### config.mk
export PLATFORM = sky130hd
export DESIGN_NAME = command_argument_tokenizer
export DESIGN_NICKNAME = d
export VERILOG_FILES = /design/src/cat_pkg.sv /design/src/command_argument_tokenizer.sv /design/src/cat_core.sv
export SDC_FILE = /design/constraint.sdc
export NUM_CORES = 1
export LEC_CHECK = 0
export ABC_CLOCK_PERIOD_IN_PS = 3300
export BUFFER_PORTS_ARGS = -buffer_cell sky130_fd_sc_hd__buf_2
export CAP_MARGIN = 20
export CORE_AREA = 2 2 59 61
export DETAILED_ROUTE_END_ITERATION = 8
export DIE_AREA = 0 0 61 63
export HOLD_SLACK_MARGIN = 0.05
export PLACE_DENSITY_LB_ADDON = 0.1
export SETUP_SLACK_MARGIN = 0.1
export SYNTH_ARGS = -nofsm -noshare
export SYNTH_HDL_FRONTEND = slang
export SYNTH_SLANG_ARGS = --single-unit
### constraint.sdc
create_clock -name clk -period 3.3 [get_ports clk]
set_clock_uncertainty 0.2 [all_clocks]
set_input_delay 0 -clock clk [delete_from_list [all_inputs] [get_ports clk]]
set_output_delay 0 -clock clk [all_outputs]
set_load 0.03 [all_outputs]
### src/cat_pkg.sv
package cat_pkg;

  typedef enum logic [2:0] {
    KIND_SEP     = 3'd0,
    KIND_OPEN    = 3'd1,
    KIND_FIRST   = 3'd2,
    KIND_BYTE    = 3'd3,
    KIND_CLOSE   = 3'd4,
    KIND_IGNORED = 3'd5
  } kind_t;

  localparam logic [7:0] CHAR_SPACE  = 8'h20;
  localparam logic [7:0] CHAR_TAB    = 8'h09;
  localparam logic [7:0] CHAR_QUOTE  = 8'h22;
  localparam logic [7:0] CHAR_BSLASH = 8'h5C;

  typedef struct packed {
    kind_t       byte_kind;
    logic [3:0]  token_index;
    logic [4:0]  tokens_so_far;
    logic        overflow;
    logic        line_done;
  } result_t;

endpackage

### src/command_argument_tokenizer.sv
// Channel  Ports                                    Direction
// in       in_valid, in_stall, in_char_in,          word in
//          in_last_byte
// out      out_valid, out_stall, out_byte_kind,     word out
//          out_token_index, out_tokens_so_far,
//          out_overflow, out_line_done
//
// One word is accepted per cycle while the output is not stalled; a result
// passes an input register and then a result register before it appears.
// The scanner state updates as a word moves between the two.
// Reset is synchronous and active low and empties both registers.
// A stall on the output holds the result; the input stalls only when both
// registers are full.
module command_argument_tokenizer #(
  parameter int MAX_ARGS = 16
) (
  input  logic       clk,
  input  logic       rst_n,
  input  logic       in_valid,
  output logic       in_stall,
  input  logic [7:0] in_char_in,
  input  logic       in_last_byte,
  output logic       out_valid,
  input  logic       out_stall,
  output logic [2:0] out_byte_kind,
  output logic [3:0] out_token_index,
  output logic [4:0] out_tokens_so_far,
  output logic       out_overflow,
  output logic       out_line_done
);
  import cat_pkg::*;

  logic       s1_valid_r;
  logic [7:0] s1_char_r;
  logic       s1_last_r;
  logic       out_valid_r;
  result_t    out_res_r;
  result_t    res;
  logic       out_ready;
  logic       advance;
  logic       in_take;

  assign out_ready = !out_valid_r || !out_stall;
  assign advance   = s1_valid_r && out_ready;
  assign in_stall  = s1_valid_r && !out_ready;
  assign in_take   = in_valid && !in_stall;

  cat_core #(
    .MAX_ARGS (MAX_ARGS)
  ) u_core (
    .clk       (clk),
    .rst_n     (rst_n),
    .step      (advance),
    .char_in   (s1_char_r),
    .last_byte (s1_last_r),
    .res       (res)
  );

  always_ff @(posedge clk) begin
    if (!rst_n) begin
      s1_valid_r  <= 1'b0;
      out_valid_r <= 1'b0;
    end else begin
      if (in_take) begin
        s1_valid_r <= 1'b1;
      end else if (advance) begin
        s1_valid_r <= 1'b0;
      end
      if (advance) begin
        out_valid_r <= 1'b1;
      end else if (out_ready) begin
        out_valid_r <= 1'b0;
      end
    end
  end

  always_ff @(posedge clk) begin
    if (in_take) begin
      s1_char_r <= in_char_in;
      s1_last_r <= in_last_byte;
    end
    if (advance) begin
      out_res_r <= res;
    end
  end

  assign out_valid         = out_valid_r;
  assign out_byte_kind     = out_res_r.byte_kind;
  assign out_token_index   = out_res_r.token_index;
  assign out_tokens_so_far = out_res_r.tokens_so_far;
  assign out_overflow      = out_res_r.overflow;
  assign out_line_done     = out_res_r.line_done;

endmodule

### src/cat_core.sv
module cat_core #(
  parameter int MAX_ARGS = 16
) (
  input  logic              clk,
  input  logic              rst_n,
  input  logic              step,
  input  logic [7:0]        char_in,
  input  logic              last_byte,
  output cat_pkg::result_t  res
);
  import cat_pkg::*;

  localparam int CW = $clog2(MAX_ARGS + 1);
  localparam logic [CW-1:0] MaxCount = CW'(MAX_ARGS);

  typedef enum logic [1:0] {
    MODE_BETWEEN,
    MODE_PLAIN,
    MODE_QUOTED,
    MODE_ESCAPE
  } mode_t;

  mode_t         mode_r, mode_nxt;
  logic [CW-1:0] count_r, count_nxt;
  logic          stopped_r, stopped_nxt;

  logic          is_sep, is_quote, is_bslash;
  kind_t         kind;
  logic [CW-1:0] idx;
  logic [CW+4:0] idx_ext, count_ext;

  assign is_sep    = (char_in == CHAR_SPACE) || (char_in == CHAR_TAB);
  assign is_quote  = (char_in == CHAR_QUOTE);
  assign is_bslash = (char_in == CHAR_BSLASH);

  always_comb begin
    mode_nxt    = mode_r;
    count_nxt   = count_r;
    stopped_nxt = stopped_r;
    kind        = KIND_IGNORED;
    idx         = '0;
    if (stopped_r) begin
      kind = KIND_IGNORED;
    end else if (mode_r == MODE_PLAIN && !is_sep) begin
      kind = KIND_BYTE;
      idx  = count_r - 1'b1;
    end else if (mode_r == MODE_QUOTED || mode_r == MODE_ESCAPE) begin
      idx = count_r - 1'b1;
      if (is_quote && mode_r == MODE_QUOTED) begin
        kind     = KIND_CLOSE;
        mode_nxt = MODE_BETWEEN;
      end else begin
        kind     = KIND_BYTE;
        mode_nxt = (is_bslash && !is_quote) ? MODE_ESCAPE : MODE_QUOTED;
      end
    end else if (is_sep) begin
      kind     = KIND_SEP;
      mode_nxt = MODE_BETWEEN;
    end else if (count_r >= MaxCount) begin
      kind        = KIND_IGNORED;
      stopped_nxt = 1'b1;
    end else begin
      idx       = count_r;
      count_nxt = count_r + 1'b1;
      if (is_quote) begin
        kind     = KIND_OPEN;
        mode_nxt = MODE_QUOTED;
      end else begin
        kind     = KIND_FIRST;
        mode_nxt = MODE_PLAIN;
      end
    end
  end

  assign idx_ext   = {5'd0, idx};
  assign count_ext = {5'd0, count_nxt};

  always_comb begin
    res.byte_kind     = kind;
    res.token_index   = idx_ext[3:0];
    res.tokens_so_far = count_ext[4:0];
    res.overflow      = stopped_nxt;
    res.line_done     = last_byte;
  end

  // The end of a line puts the scanner back to its reset state.
  always_ff @(posedge clk) begin
    if (!rst_n) begin
      mode_r    <= MODE_BETWEEN;
      count_r   <= '0;
      stopped_r <= 1'b0;
    end else if (step) begin
      if (last_byte) begin
        mode_r    <= MODE_BETWEEN;
        count_r   <= '0;
        stopped_r <= 1'b0;
      end else begin
        mode_r    <= mode_nxt;
        count_r   <= count_nxt;
        stopped_r <= stopped_nxt;
      end
    end
  end

endmodule

* Word level (Yosys, flattened, before mapping)
Index checks and enable logic that the tools add are counted.
Word-level totals: register bits after elaboration 33, word-level logic and storage cells 80
Operators by class: add/subtract/negate cells 2, $lt $le $gt $ge 1, equality and inequality tests 10, multiplexer cells 35, reductions and logical operators 19
Operators by type and width (number):
- $mux W5 | 6
- $mux W2 | 9
- $eq A8 B6 Y1 const B | 2
- $mux W4 | 4
- $mux W3 | 5
- $mux W1 | 11
- $eq A8 B4 Y1 const B | 1
- $eq A8 B7 Y1 const B | 1
- $logic_and A1 B1 Y1 | 6
- $logic_not A1 Y1 | 6
- $add A5 B1 Y5 const B | 1
- $ge A5 B5 Y1 const B | 1
- $eq A2 B2 Y1 const B | 2
- $ne A2 B2 Y1 const B | 2
- $ne A4 B2 Y1 const B | 1
- $reduce_and A4 Y1 | 1
- $reduce_bool A2 Y1 | 2
- $sub A4 B1 Y4 const B | 1
- $logic_or A1 B1 Y1 | 3
- $eq A2 B1 Y1 const B | 1
- $reduce_or A2 Y1 | 1

* Depth between registers and ports, before layout
Gate-level depths: netlist of the first run.
depth after elaboration 9, depth in mapped cells 6

* Modules after synthesis
A second synthesis of the first run with hierarchy kept.
Second synthesis, totals: cells, all modules 150, area, all modules 1692.9 um2
Modules (own cells, without submodules):
- cat_core | instances 1, cells an instance 119, area an instance 918.4 um2
- command_argument_tokenizer | instances 1, cells an instance 31, area an instance 774.5 um2

* Least setup slack after synthesis of the first run
No wires, ideal clock.
path type register to register, from reg s1_char_r[0], to reg out_res_r (netlist bit out_byte_kind[0]), data pin, arrival time 1.510 ns, required time 2.835 ns, slack 1.325 ns, stages on the path, launching flop included 5, clock period less this slack 1.975 ns, path through edfxtp_1 > nor4_1 > a22o_2 > nor3_1 > or3_1
Between the ends: word-level cells in the longest chain between the ends 5, elaborated cells between the ends (all ways) 13
Ends and longest elaborated chain:
- start: declaration | RTL line command_argument_tokenizer.sv:34 | logic [7:0] s1_char_r;
- start signal: assignment | RTL line command_argument_tokenizer.sv:79 | s1_char_r <= in_char_in;
- $eq A8 B6 Y1, or another cell as far along | RTL line cat_core.sv:33 | assign is_quote = (char_in == CHAR_QUOTE);
- $mux W2 / $logic_or A1 B1 Y1 (equally long branches) | RTL line cat_core.sv:65, cat_core.sv:32
- $mux W3 / $logic_not A1 Y1 (equally long branches) | RTL line cat_core.sv:59, cat_core.sv:44
- $mux W3 / $logic_and A1 B1 Y1 (equally long branches) | RTL line cat_core.sv:56, cat_core.sv:44
- $mux W3 / $reduce_or A2 Y1 (equally long branches)
- end signal: assignment | RTL line command_argument_tokenizer.sv:83 | out_res_r <= res;
- end: declaration | RTL line command_argument_tokenizer.sv:37 | result_t out_res_r;
Several ways; a longest one is shown, not always the timed one. A chain may end at the register's enable or synchronous reset.

==> results.sh, run 1 <==
export IMPL_crit_buf_inv=0
export IMPL_setup_violations=0
export IMPL_grt_busiest_layer="met2"
export IMPL_fmax_mhz=433
export IMPL_grt_pass1_wl_um=5620
export IMPL_antenna_found_initial=0
export IMPL_reg2regPathDepth=4
export IMPL_fin_util=0.631
export IMPL_maxSlewViolCount=0
export IMPL_seqCellArea_um2=891
export IMPL_swShare=0.271
export IMPL_yosysUniqueCellTypes=53
export IMPL_cp_depth=4
export IMPL_ys_seq_area_frac=0.525
export IMPL_cp_cell_sequence="nor4_1 > a22oi_2 > and2_1 > mux2_4"
export IMPL_p_comb_frac=0.168
export IMPL_dpl_cell_count=216
export IMPL_synth_ff_type="edfxtp_1"
export IMPL_synthArstFlopShare=0
export IMPL_crit_path_top_delay_cell="nor4_1"
export IMPL_io_pins=29
export IMPL_clk_pin_slew_ps=90
export IMPL_syn_instance_count=151
export IMPL_max_slew_margin=0.491
export IMPL_worst_ep_arrival_time_ps=2200
export IMPL_design_area_um2=2040
export IMPL_synth_top_cells_by_count="edfxtp_1, nor2_1, dfxtp_1, nor3_1, a21oi_1"
export IMPL_fp_dieArea_um2=3840
export IMPL_gr_total_overflow=0
export IMPL_critPathRequiredTime_ps=3190
export IMPL_die_h_um=63
export IMPL_yosys_warnings=0
export IMPL_global_route_usage_total=0.198
export IMPL_multi_input_area_um2=729
export IMPL_critical_path_class="register to register"
export IMPL_p_clk_frac=0.247
export IMPL_postSynthAreaPerCell_um2=11.2
export IMPL_synth_area_leaders="edfxtp_1, dfxtp_1, nor3_1, a21oi_1, nor2_1"
export IMPL_post_cts_resize_count=0
export IMPL_vias=1385
export IMPL_use_met2=0.304
export IMPL_p_sw_uw=230
export IMPL_synth_most_common_cell="edfxtp_1"
export IMPL_internal_power_uw=620
export IMPL_routed_via_density=5.79
export IMPL_first_pass_iters=4
export IMPL_synth_area_um2=1700
export IMPL_clockBufferDepth=2
export IMPL_cts_tree="built"
export IMPL_rows=21
export IMPL_clock_sinks=33
export IMPL_critPathTopFamily="simple AND/OR/NAND/NOR gates"
export IMPL_gp_congestion=0.906
export IMPL_grt_pass1_vias=1250
export IMPL_worst_slack_ps=990
export IMPL_io_buffers=28
export IMPL_post_place_ws_ps=1030
export IMPL_p_seq_frac=0.585
export IMPL_antenna_cells=0
export IMPL_area_delta_synth_final_pct=20.3
export IMPL_rsz0062_at_grt="no"
export IMPL_p_leak_uw=0.000788
export IMPL_h_tree_depth=2
export IMPL_worst_slew_pin_slew_ps=763
export IMPL_min_period_ps=2310
export IMPL_tns_ps=0
export IMPL_slowest_delay_ps=520
export IMPL_hold_viol=0
export IMPL_synth_edf_count=23
export IMPL_dp_hpwl_um=2330
export IMPL_max_cap_violations=0
export IMPL_clk_latency_ps=320
export IMPL_start_kind="register"
export IMPL_cts_root_buf="clkbuf_4"
export IMPL_finalNonFillerCells=239
export IMPL_ys_ff_latch=33
export IMPL_numCtsBuffers=5
export IMPL_routedWlPerCell_um=14.5
export IMPL_dieWidth_um=61
export IMPL_layout_nets=208
export IMPL_routed_wl_um=3460
export IMPL_hold_class="input port to register"
export IMPL_syn_nets=167
export IMPL_ant_nets=0
export IMPL_use_met1=0.252
export IMPL_fin_crit_sh=0.700
export IMPL_core_area_um2=3230
export IMPL_vdd_drop_max_mv=0.272
export IMPL_start_util=0.525
export IMPL_power_density_nw_per_um2=417
export IMPL_synth_top_cell_area_share=0.407
export IMPL_grt_max_degree=21
export IMPL_status="finished clean"
export IMPL_first_iter_violations=51
export IMPL_placed_area_um2=1840
export IMPL_drive_gt1_frac=0.249
export IMPL_holdPathStages=2
export IMPL_post_cts_buffers=0
export IMPL_path_max_fanout=16
export IMPL_drc=0
export IMPL_hold_buffers=15
export IMPL_nFillCells=249
export IMPL_use_met3=0.0704
export IMPL_yosysTopAreaCell="edfxtp_1"
export IMPL_crit_path_end_kind="register"
[sequential cells by signal (all words and copies together), names as in the netlist]
name,cells
out_overflow,1
out_line_done,1
u_core.mode_r,2
u_core.count_r,5
out_token_index,4
out_valid,1
s1_valid_r,1
s1_last_r,1
out_byte_kind,3
out_tokens_so_far,5
s1_char_r,8
u_core.stopped_r,1
[power groups by stage]
| stage | logic [uW] | clock network (uW) | registers, uW |
|---|---|---|---|
| finish | 143 | 209 | 497 |
| global route | 156 | 237 | 502 |
| CTS | 142 | 215 | 497 |
| detailed placement | 128 | 0 | 506 |
| global placement | 128 | 0 | 505 |
| floorplan | 81.2 | 0 | 518 |
[layer usage]
metal | vias up | routed length [um]
met1 | 655 | 1490
met4 | 0 | 23
met5 | - | 0
met2 | 51 | 1720
li1 | 677 | -
met3 | 2 | 227
[cells in the final DEF (no fill, tap or decap), types with 4 or more instances in the layout]
cell / n
a21oi_1: 9
nor3_1: 10
dfxtp_1: 10
inv_1: 5
nand3_1: 7
dlygate4sd3_1: 15
buf_2: 28
nor2_1: 11
a31oi_1: 4
edfxtp_1: 23
clkbuf_4: 5
[worst paths after layout]
path                                                startpoint                              to  slack (ps)
worst max-delay path                    s1_char_r[1]$_DFFE_PP_  out_tokens_so_far[1]$_DFFE_PP_         990
worst min-delay path                              in_last_byte             s1_last_r$_DFFE_PP_         170
worst max register to register          s1_char_r[1]$_DFFE_PP_  out_tokens_so_far[1]$_DFFE_PP_         990
worst min register to register  u_core.count_r[3]$_SDFFE_PN0P_  u_core.count_r[3]$_SDFFE_PN0P_         390
[per-stage QoR]
step	hold slack [ps]	total power [uW]
after global placement	-23.9	633
after floorplan	-101	599
after CTS	157	854
after global routing	161	895
final	174	850
after detailed placement	-21.9	635
[cell type report]
class | instances | share of cell area
flip-flops and latches | 33 | 0.437
multi-input cells | 103 | 0.358
repair buffers | 43 | 0.142
well taps | 46 | 0.0282
clock buffers | 8 | 0.0239
inverters | 6 | 0.0110
[logic make-up after synthesis]
kind of cell / after synthesis / synth area share
AOI/OAI and AO/OA: 41 / 0.178
DFF: 33 / 0.525
muxes: 2 / 0.0155
adders and majority gates: 3 / 0.0221
buffers and inverters: 15 / 0.0443
and+or+nand+nor: 55 / 0.204
xor gates and xnor gates: 2 / 0.0103
Power figures use the tool's default switching activity.
==> run 2: changes to the inputs <==
--- a/config.mk
+++ b/config.mk
@@ -5,7 +5,7 @@
 export SDC_FILE = /design/constraint.sdc
 export NUM_CORES = 1
 export LEC_CHECK = 0
-export ABC_CLOCK_PERIOD_IN_PS = 3300
+export ABC_CLOCK_PERIOD_IN_PS = 2400
 export BUFFER_PORTS_ARGS = -buffer_cell sky130_fd_sc_hd__buf_2
 export CAP_MARGIN = 20
 export CORE_AREA = 2 2 59 61
==> constraint.sdc (replaced) <==
create_clock -name clk -period 2.4 [get_ports clk]
set_clock_uncertainty 0.2 [all_clocks]
set_input_delay 0 -clock clk [delete_from_list [all_inputs] [get_ports clk]]
set_output_delay 0 -clock clk [all_outputs]
set_load 0.03 [all_outputs]
==> results.sh, run 2 (synthesis gave the netlist of run 1 again) <==
export IMPL_ant_nets=0
export IMPL_rr_startpoint="out_valid$_SDFFE_PN0P_"
export IMPL_worst_ep_arrival_time_ps=2190
export IMPL_fin_util=0.649
export IMPL_worst_slew_pin_slew_ps=736
export IMPL_min_period_ps=2110
export IMPL_crit_path_end_kind="register"
export IMPL_largest_reg_flops=8
export IMPL_power_density_nw_per_um2=595
export IMPL_rsz0062_at_grt="no"
export IMPL_final_common_cell="buf_2"
export IMPL_layout_nets=212
export IMPL_start_kind="register"
export IMPL_critical_path_class="register to register"
export IMPL_gr_total_overflow=0
export IMPL_cp_cell_sequence="and3_1 > nor2_1 > dlygate4sd3_1 > nor2_1 > dlygate4sd3_1"
export IMPL_maxSlewViolCount=0
export IMPL_routedWlPerCell_um=14.6
export IMPL_nFillCells=275
export IMPL_crit_path_top_delay_cell="dlygate4sd3_1"
export IMPL_rows=21
export IMPL_post_cts_buffers=0
export IMPL_fp_dieArea_um2=3840
export IMPL_cts_tree="built"
export IMPL_dp_hpwl_um=2400
export IMPL_first_pass_iters=4
export IMPL_final_cell_mix="buf_2, edfxtp_1, dlygate4sd3_1"
export IMPL_top_register="s1_char_r"
export IMPL_finalPower_uw=1250
export IMPL_holdPathStages=2
export IMPL_crit_buf_inv=2
export IMPL_die_h_um=63
export IMPL_io_buffers=28
export IMPL_clk_latency_ps=330
export IMPL_first_iter_violations=47
export IMPL_hold_viol=0
export IMPL_cts_root_buf="clkbuf_4"
export IMPL_reg2regPathDepth=5
export IMPL_dieWidth_um=61
export IMPL_critPathRequiredTime_ps=2480
export IMPL_holdWs_ps=176
export IMPL_grt_pass1_vias=1370
export IMPL_tns_ps=0
export IMPL_fin_crit_sh=0.881
export IMPL_p_leak_uw=0.000822
export IMPL_max_slew_margin=0.510
export IMPL_gp_congestion=0.854
export IMPL_global_route_usage_total=0.204
export IMPL_io_pins=29
export IMPL_reg2reg_to="s1_valid_r$_SDFFE_PN0P_"
export IMPL_core_area_um2=3230
export IMPL_setup_violations=0
export IMPL_clockBufferDepth=2
export IMPL_drc=0
export IMPL_hold_end="s1_char_r[7]$_DFFE_PP_"
export IMPL_multi_input_area_um2=736
export IMPL_numCtsBuffers=5
export IMPL_drive_gt1_frac=0.284
export IMPL_routed_via_density=5.73
export IMPL_hold_class="input port to register"
export IMPL_grt_pass1_wl_um=5880
export IMPL_fmax_mhz=473
export IMPL_antenna_found_initial=0
export IMPL_r2r_slack_ps=290
export IMPL_start_util=0.525
export IMPL_antenna_cells=0
export IMPL_clk_pin_slew_ps=100
export IMPL_clock_sinks=33
export IMPL_seqCellArea_um2=891
export IMPL_path_max_fanout=4
export IMPL_vdd_drop_max_mv=0.405
export IMPL_vias=1392
export IMPL_grt_max_degree=21
export IMPL_status="finished clean"
export IMPL_critPathTopFamily="buffers and inverters"
export IMPL_hp_start="in_char_in[7]"
export IMPL_max_cap_violations=0
export IMPL_routed_wl_um=3540
export IMPL_slowest_delay_ps=560
export IMPL_area_delta_synth_final_pct=23.7
export IMPL_h_tree_depth=2
==> run 2: routing by layer <==
metal | vias up | track usage | share of wire
li1 | 685 | - | -
met1 | 647 | 0.256 | 0.44
met2 | 52 | 0.321 | 0.48
met3 | 8 | 0.0621 | 0.054
met4 | 0 | 0.0842 | 0.022
met5 | - | 0 | 0
==> run 2: report_power, final <==
group	internal, uW	leakage [uW]	switching (uW)
clock network	170	0.0000413	185
registers	649	0.000300	27.0
logic	94.8	0.000480	122
total	913	0.000822	334
==> run 2: cell type report <==
cell class | instances | share of cell area
Clock inverter | 1 | 0.00239
Clock buffer | 7 | 0.0310
Timing Repair Buffer | 47 | 0.153
Sequential cell | 33 | 0.425
Inverter | 6 | 0.0107
Tap cell | 46 | 0.0274
Multi-Input combinational cell | 103 | 0.351
==> run 2: how the worst max path moves through the flow <==
stage / from / to / slack, ps / cells past startpoint
after floorplan: s1_char_r[0]$_DFFE_PP_ / out_byte_kind[0]$_SDFFCE_PP1P_ / 420 / 4
after global placement: s1_char_r[0]$_DFFE_PP_ / out_byte_kind[0]$_SDFFCE_PP1P_ / 320 / 4
after detailed placement: s1_char_r[0]$_DFFE_PP_ / out_byte_kind[0]$_SDFFCE_PP1P_ / 240 / 4
after CTS: s1_char_r[0]$_DFFE_PP_ / out_byte_kind[0]$_SDFFCE_PP1P_ / 230 / 4
after global routing: s1_char_r[2]$_DFFE_PP_ / out_token_index[3]$_SDFFCE_PP0P_ / 110 / 5
final: out_valid$_SDFFE_PN0P_ / s1_valid_r$_SDFFE_PN0P_ / 290 / 5
==> run 2: stage by stage <==
step / cells / area, um^2 / setup WS [ps]
finish: 243 / 2100 / 286
global route: 243 / 2100 / 108
detailed placement: 220 / 1870 / 245
floorplan: 151 / 1700 / 425
global placement: 220 / 1870 / 317
CTS: 243 / 2090 / 231
==> run 2: timing repair <==
| action | CTS | global route |
|---|---|---|
| hold buffers | 15 | 0 |
| endpoints found under the setup margin | 0 | 5 |
| endpoints found under the hold margin | 25 | 0 |
| gates resized for setup | 0 | 1 |
==> run 3: changes to the inputs <==
--- a/config.mk
+++ b/config.mk
@@ -6,11 +6,11 @@
 export NUM_CORES = 1
 export LEC_CHECK = 0
 export ABC_CLOCK_PERIOD_IN_PS = 2400
-export BUFFER_PORTS_ARGS = -buffer_cell sky130_fd_sc_hd__buf_2
 export CAP_MARGIN = 20
 export CORE_AREA = 2 2 59 61
 export DETAILED_ROUTE_END_ITERATION = 8
 export DIE_AREA = 0 0 61 63
+export DONT_BUFFER_PORTS = 1
 export HOLD_SLACK_MARGIN = 0.05
 export PLACE_DENSITY_LB_ADDON = 0.1
 export SETUP_SLACK_MARGIN = 0.1
==> results.sh, run 3 (synthesis gave the netlist of run 1 again) <==
export IMPL_ant_nets=0
export IMPL_critPathRequiredTime_ps=2270
export IMPL_hp_start="out_stall"
export IMPL_area_delta_synth_final_pct=15.1
export IMPL_start_kind="register"
export IMPL_clockBufferDepth=2
export IMPL_crit_buf_inv=1
export IMPL_grt_max_degree=21
export IMPL_grt_pass1_vias=1297
export IMPL_slowest_delay_ps=470
export IMPL_setup_violations=0
export IMPL_drive_gt1_frac=0.158
export IMPL_clk_latency_ps=330
export IMPL_antenna_cells=0
export IMPL_p_leak_uw=0.000710
export IMPL_routed_wl_um=3610
export IMPL_rr_startpoint="s1_char_r[2]$_DFFE_PP_"
export IMPL_io_buffers=0
export IMPL_post_cts_buffers=0
export IMPL_layout_nets=186
export IMPL_hold_class="input port to primary output"
export IMPL_max_slew_margin=0.486
export IMPL_final_cell_mix="edfxtp_1, dlygate4sd3_1, nor2_1"
export IMPL_start_util=0.525
export IMPL_vdd_drop_max_mv=0.381
export IMPL_dieWidth_um=61
export IMPL_clock_sinks=33
export IMPL_dp_hpwl_um=2460
export IMPL_h_tree_depth=2
export IMPL_worst_slew_pin_slew_ps=772
export IMPL_fin_crit_sh=0.893
export IMPL_cp_cell_sequence="nor4b_2 > a22oi_2 > buf_4 > a311oi_1 > a311oi_1"
export IMPL_rsz0062_at_grt="no"
export IMPL_rows=21
export IMPL_gr_total_overflow=0
export IMPL_tns_ps=0
export IMPL_r2r_slack_ps=260
export IMPL_min_period_ps=2140
export IMPL_drc=0
export IMPL_first_pass_iters=4
export IMPL_routed_via_density=6.13
export IMPL_path_max_fanout=9
export IMPL_reg2regPathDepth=5
export IMPL_hold_viol=0
export IMPL_largest_reg_flops=8
export IMPL_die_h_um=63
export IMPL_core_area_um2=3230
export IMPL_hold_end="in_stall"
export IMPL_cts_root_buf="clkbuf_4"
export IMPL_crit_path_end_kind="register"
export IMPL_first_iter_violations=60
export IMPL_gp_congestion=0.864
export IMPL_worst_ep_arrival_time_ps=2020
export IMPL_global_route_usage_total=0.213
export IMPL_status="finished clean"
export IMPL_fp_dieArea_um2=3840
export IMPL_finalPower_uw=1170
export IMPL_maxSlewViolCount=0
export IMPL_max_cap_violations=0
export IMPL_final_common_cell="edfxtp_1"
export IMPL_clk_pin_slew_ps=90
export IMPL_power_density_nw_per_um2=597
export IMPL_crit_path_top_delay_cell="edfxtp_1"
export IMPL_cp_common_cell="a311oi_1"
export IMPL_routedWlPerCell_um=16.6
export IMPL_holdPathStages=1
export IMPL_io_pins=29
export IMPL_grt_pass1_wl_um=6070
export IMPL_critPathTopFamily="compound AO/OA/AOI/OAI gates"
export IMPL_reg2reg_to="out_token_index[3]$_SDFFCE_PP0P_"
export IMPL_vias=1330
export IMPL_fmax_mhz=466
export IMPL_cts_tree="built"
export IMPL_top_register="s1_char_r"
export IMPL_antenna_found_initial=0
export IMPL_critical_path_class="register to register"
export IMPL_numCtsBuffers=5
==> run 3: stage by stage <==
step / hold WS [ps] / setup WS [ps] / std cells / utilization / cell area [um^2]
floorplan: -101 / 425 / 151 / - / 1700
global placement: -101 / 306 / 195 / 0.542 / 1750
detailed placement: -101 / 251 / 195 / 0.542 / 1750
CTS: 80.5 / 241 / 217 / 0.601 / 1940
global route: 82.9 / 113 / 217 / 0.604 / 1950
finish: 85.9 / 256 / 217 / 0.604 / 1950
==> run 3: how the worst max path moves through the flow <==
stage	startpoint	end	slack, ps	cells past startpoint
floorplan	s1_char_r[0]$_DFFE_PP_	out_byte_kind[0]$_SDFFCE_PP1P_	420	4
global placement	s1_char_r[5]$_DFFE_PP_	out_byte_kind[2]$_SDFFCE_PP1P_	310	5
detailed placement	s1_char_r[1]$_DFFE_PP_	out_token_index[3]$_SDFFCE_PP0P_	250	5
CTS	s1_char_r[1]$_DFFE_PP_	out_token_index[3]$_SDFFCE_PP0P_	240	5
global route	s1_char_r[2]$_DFFE_PP_	out_token_index[3]$_SDFFCE_PP0P_	110	5
finish	s1_char_r[2]$_DFFE_PP_	out_token_index[3]$_SDFFCE_PP0P_	260	5
==> run 3: cell type report <==
cell class	instances	area, um^2
well taps	46	57.6
inverters	6	22.5
multi-input cells	103	738
repair buffers	21	193
fillers	269	1280
clock buffers	8	48.8
flip-flops and latches	33	891
==> run 3: where the power goes <==
group	internal [uW]	leakage [uW]	switching (uW)
Sequential	650	0.000300	56.4
Clock	117	0.0000265	171
Combinational	79.5	0.000383	92.0
Total	846	0.000710	319
==> run 3: metal layers <==
| layer | GRT usage | share of wire | up-vias |
|---|---|---|---|
| li1 | - | - | 636 |
| met1 | 0.273 | 0.44 | 641 |
| met2 | 0.341 | 0.50 | 48 |
| met3 | 0.0621 | 0.053 | 5 |
| met4 | 0.0679 | 0.013 | 0 |
| met5 | 0 | 0 | - |
==> run 3: timing repair <==
item | in CTS | in global routing
hold endpoints to repair | 28 | 0
setup endpoints to repair | 0 | 1
resized for setup | 0 | 1
hold buffers | 14 | 0
